===== src/rtl/prrs_pkg.sv =====
// ----------------------------------------------------------------------------
// prrs_pkg
// Shared types and constants of the palette remap row scaler.
// ----------------------------------------------------------------------------
package prrs_pkg;

    // Default parameter values
    localparam int TOP_START_DEF    = 16;
    localparam int BOTTOM_START_DEF = 96;
    localparam int MAX_WIDTH_DEF    = 512;

    // Field widths
    localparam int IDX_W   = 8;
    localparam int COLOR_W = 32;
    localparam int COL_W   = 10;
    localparam int OCOL_W  = 9;
    localparam int POS_W   = 26;
    localparam int STEP_W  = 24;
    localparam int CFG_AW  = 3;
    localparam int CFG_DW  = 24;
    localparam int PAL_DEPTH = 256;

    // Request commands
    localparam logic CMD_PAL_WRITE = 1'b0;
    localparam logic CMD_TEXEL     = 1'b1;

    // Configuration register indexes
    localparam logic [CFG_AW-1:0] REG_TOP_COLOR    = 3'd0;
    localparam logic [CFG_AW-1:0] REG_BOTTOM_COLOR = 3'd1;
    localparam logic [CFG_AW-1:0] REG_SWAP         = 3'd2;
    localparam logic [CFG_AW-1:0] REG_DEST_WIDTH   = 3'd3;
    localparam logic [CFG_AW-1:0] REG_FRAC_STEP    = 3'd4;

    // Remap constants
    localparam logic [3:0] CHOICE_MAX  = 4'd13;
    localparam logic [3:0] CHOICE_SWAP = 4'd4;
    localparam logic [7:0] RANGE_FLIP  = 8'd128;
    localparam int         RANGE_LEN   = 16;

    // Pixel constants
    localparam logic [IDX_W-1:0]   FULLBRIGHT = 8'd224;
    localparam logic [COLOR_W-1:0] GLOW_MASK  = 32'h00FF_FFFF;
    localparam logic [STEP_W-1:0]  MIN_STEP   = 24'd8192;
    localparam logic [COL_W-1:0]   COL_MAX    = 10'd1023;
    localparam logic [3:0]         MAX_BURST  = 4'd8;

    // Remap settings handed to the remap unit
    typedef struct packed {
        logic [3:0] top_color;
        logic [3:0] bottom_color;
        logic       swap_red_blue;
    } remap_cfg_t;

endpackage


===== src/rtl/prrs_remap.sv =====
// ----------------------------------------------------------------------------
// prrs_remap
// Player colour remap: rewrites the top and bottom 16-entry ranges.
// ----------------------------------------------------------------------------
module prrs_remap #(
    parameter int TOP_START    = prrs_pkg::TOP_START_DEF,
    parameter int BOTTOM_START = prrs_pkg::BOTTOM_START_DEF
) (
    input  prrs_pkg::remap_cfg_t cfg,
    input  logic [7:0]           texel,
    output logic [7:0]           index
);
    import prrs_pkg::*;

    localparam logic [8:0] TOP_LO = 9'(TOP_START);
    localparam logic [8:0] TOP_HI = 9'(TOP_START + RANGE_LEN);
    localparam logic [8:0] BOT_LO = 9'(BOTTOM_START);
    localparam logic [8:0] BOT_HI = 9'(BOTTOM_START + RANGE_LEN);

    // one entry of a range: clamp, optional swap, ascending or descending
    function automatic logic [7:0] range_entry(input logic [3:0] choice,
                                               input logic       swap,
                                               input logic [3:0] off);
        logic [3:0] c;
        logic [7:0] base;
        c = (choice > CHOICE_MAX) ? CHOICE_MAX : choice;
        if (swap)
        begin
            if (c == CHOICE_SWAP)
                c = CHOICE_MAX;
            else if (c == CHOICE_MAX)
                c = CHOICE_SWAP;
        end
        base = {c, 4'b0000};
        // base has a clear low nibble, so base+i and base+15-i are ORs
        return (base < RANGE_FLIP) ? (base | {4'b0000, off}) : (base | {4'b0000, ~off});
    endfunction

    logic [8:0] t_ext;
    logic [3:0] top_off;
    logic [3:0] bot_off;

    assign t_ext   = {1'b0, texel};
    assign top_off = 4'(texel - TOP_LO[7:0]);
    assign bot_off = 4'(texel - BOT_LO[7:0]);

    // bottom range wins where the two overlap
    always_comb
    begin
        if (t_ext >= BOT_LO && t_ext < BOT_HI)
            index = range_entry(cfg.bottom_color, cfg.swap_red_blue, bot_off);
        else if (t_ext >= TOP_LO && t_ext < TOP_HI)
            index = range_entry(cfg.top_color, cfg.swap_red_blue, top_off);
        else
            index = texel;
    end

endmodule


===== config.mk =====
export PLATFORM = sky130hd
export DESIGN_NAME = prrs_remap
export DESIGN_NICKNAME = d
export VERILOG_FILES = /design/src/rtl/prrs_pkg.sv /design/src/rtl/prrs_remap.sv
export SDC_FILE = /design/constraint.sdc
export NUM_CORES = 1
export LEC_CHECK = 0
export BUFFER_PORTS_ARGS = -buffer_cell sky130_fd_sc_hd__buf_2
export CORE_AREA = 2 2 39 41
export DETAILED_ROUTE_END_ITERATION = 8
export DIE_AREA = 0 0 41 43
export GPL_ROUTABILITY_DRIVEN = 0
export PLACE_DENSITY = 0.55
export RECOVER_POWER = 100
export SLEW_MARGIN = 20
export SYNTH_ARGS = -nofsm -noshare
export SYNTH_HDL_FRONTEND = slang
export SYNTH_SLANG_ARGS = --single-unit

===== constraint.sdc =====
create_clock -name vclk -period 1.19
set_input_delay 0.0595 -clock vclk [all_inputs]
set_output_delay 0.0595 -clock vclk [all_outputs]
set_load 0.005 [all_outputs]

==> results.toml <==
[run_status]
outcome = "finished with violations"
violations = "negative setup slack"

[timing]
holdWs_ns = 0.368
min_period_over_period_pct = 109
rsz0062_at_grt = "yes"
hold_viol_final = 0
worst_pin_slew_ns = 0.274
min_period_ns = 1.30
drv_slew = 0
final-setup-viol-count = 6
fmax_mhz = 771
slew-limit-headroom_pct = 81.2
setup_ws_ns = -0.107

[cells_and_area]
layout_common_cells = "buf_2 (22), nor2_1 (5), nand2_1 (5), buf_4 (5), xor2_1 (4)"
diodes = 0
fill_cells = 163
drive_gt1_share_pct = 50.8
final_common_cell = "buf_2"
area_growth_syn_to_layout_pct = 93.9
clock_buffers = 0
final_nets = 84
seq_area_um2 = 0
seq_cell_count = 0
multi_input_area_um2 = 236

[placed_design]
portBuffers = 25
dp_hpwl_um = 677

[synthesis]
syn_avg_cell_area_um2 = 6.66
syn_area_um2 = 226
yosysUniqueCellTypes = 18
postSynthCellCount = 34
ys_seq_area_share_pct = 0
yosysWarningCount = 0
synth_fp_nets = 51

[detailed_routing]
antenna_left = 0
drc = 0
wl_per_cell_um = 9.62
postRouteWirelength_um = 779
drtIter0Drc = 0
vias_per_cell = 4.49
first_pass_iters = 1
vias = 364

[min_path]
hold_path.class = "in -> out"

[die]
die_height_um = 43
rows = 14
core_area_um2 = 1380
initial_utilization_pct = 16.4
die_w_um = 41
die_area_um2 = 1760
ios = 25

[pwr]
vdd_drop_max_mv = 0.109
power.total_mw = 0.135
power.switching_mw = 0.0607
p_seq_share_pct = 0
switching_share_pct = 45.0
power_frac_comb_pct = 100.0
p_int_mw = 0.0742
p_per_area_nw_per_um2 = 307
clkPwrFrac_pct = 0
total_leakage_power_nw = 0.236

[global_route]
grt_pass1_vias = 347
grt_max_degree = 6
track_usage_pct = 9.39
grt.overflow.total = 0
grt_pass1_wl_mm = 1.26
grt_antenna_before_repair = 0

[clock_network]
post-cts-setup-buffer-count = 0
hold_buffers = 0

[critical_path]
crit_type = "in -> out"
path_cells = "buf_6, or4b_4, a221o_1, a21o_1, buf_2"
required_ns = 1.13
critical_path.slowest_cell = "or4b_4"
critPathMaxStageDelay_ns = 0.55
critPathArrivalTime_ns = 1.24
worstPathMaxFanout = 2
start_kind = "primary input"
end_kind = "output port"

[job]
maxCapViolCount = 0
## power by group through the flow
stage	combinational [mW]	sequential, mW	clock (mW)
finish	0.135	0	0
global route	0.151	0	0
CTS	0.133	0	0
detailed placement	0.127	0	0
global placement	0.126	0	0
floorplan	0.0460	0	0
## metrics by stage
step	util [%]	std cells	instance area, µm²	TNS (ns)	worst slack, ns
5_1_grt	31.7	81	439	-0.718	-0.153
3_5_place_dp	30.1	81	417	-0.781	-0.148
6_report	31.7	81	439	-0.346	-0.107
4_1_cts	31.1	81	430	-0.421	-0.112
2_1_floorplan	-	34	226	0	0.104
3_3_place_gp	30.1	81	417	-0.710	-0.132
## layer usage
| layer | vias to the layer above | global-route usage [%] | part of all wire [%] |
|---|---|---|---|
| met1 | 159 | 13.9 | 38 |
| met2 | 15 | 15.6 | 55 |
| met3 | 0 | 0 | 7.2 |
| met4 | 0 | 0 | 0 |
| li1 | 190 | - | - |
| met5 | - | 0 | 0 |
## path summary, 6_finish.rpt
path  startpoint  endpoint  slack, ns  cells past startpoint
max     texel[6]  index[4]      -0.11                      5
min     texel[1]  index[1]       0.37                      3
## kinds of logic after synthesis
family                 Yosys count  share of synthesized area [%]
multiplexers                     2                           8.84
buffers and inverters            1                           1.66
XOR/XNOR                         4                           15.5
AND/OR/NAND/NOR                 16                           40.3
AO/OA/AOI/OAI                   11                           33.7
## synthesized netlist by cell type (all sizes together)
| master | instances | area, µm² |
|---|---|---|
| a211oi | 1 | 7.51 |
| a21o | 2 | 15.0 |
| a21oi | 3 | 15.0 |
| a221o | 1 | 10.0 |
| a31oi | 1 | 6.26 |
| inv | 1 | 3.75 |
| mux2i | 2 | 20.0 |
| nand2 | 5 | 18.8 |
| nand3 | 1 | 5.00 |
| nand4bb | 1 | 11.3 |
| nor2 | 5 | 18.8 |
| nor4b | 1 | 8.76 |
| o21ai | 2 | 10.0 |
| o22ai | 1 | 12.5 |
| or2 | 1 | 6.26 |
| or3b | 1 | 8.76 |
| or4b | 1 | 13.8 |
| xor2 | 4 | 35.0 |
## cell type report
class,count,share of cell area [%]
Multi-Input combinational cell,33,53.8
Timing Repair Buffer,31,40.7
Tap cell,16,4.56
Inverter,1,0.855
## critical path: cells and delay by family
| family | cells | cell delay, ns |
|---|---|---|
| buffers and inverters | 2 | 0.21 |
| AO/OA/AOI/OAI | 2 | 0.42 |
| AND/OR/NAND/NOR | 1 | 0.55 |
## timing repair
item                                    4_1_cts  5_1_grt
hold endpoints to repair                      0        0
resized for setup                             2        2
endpoints found under the setup margin        6        8
cloned                                        0        0
pin swaps                                     3        1
(Power assumes the default switching activity.)
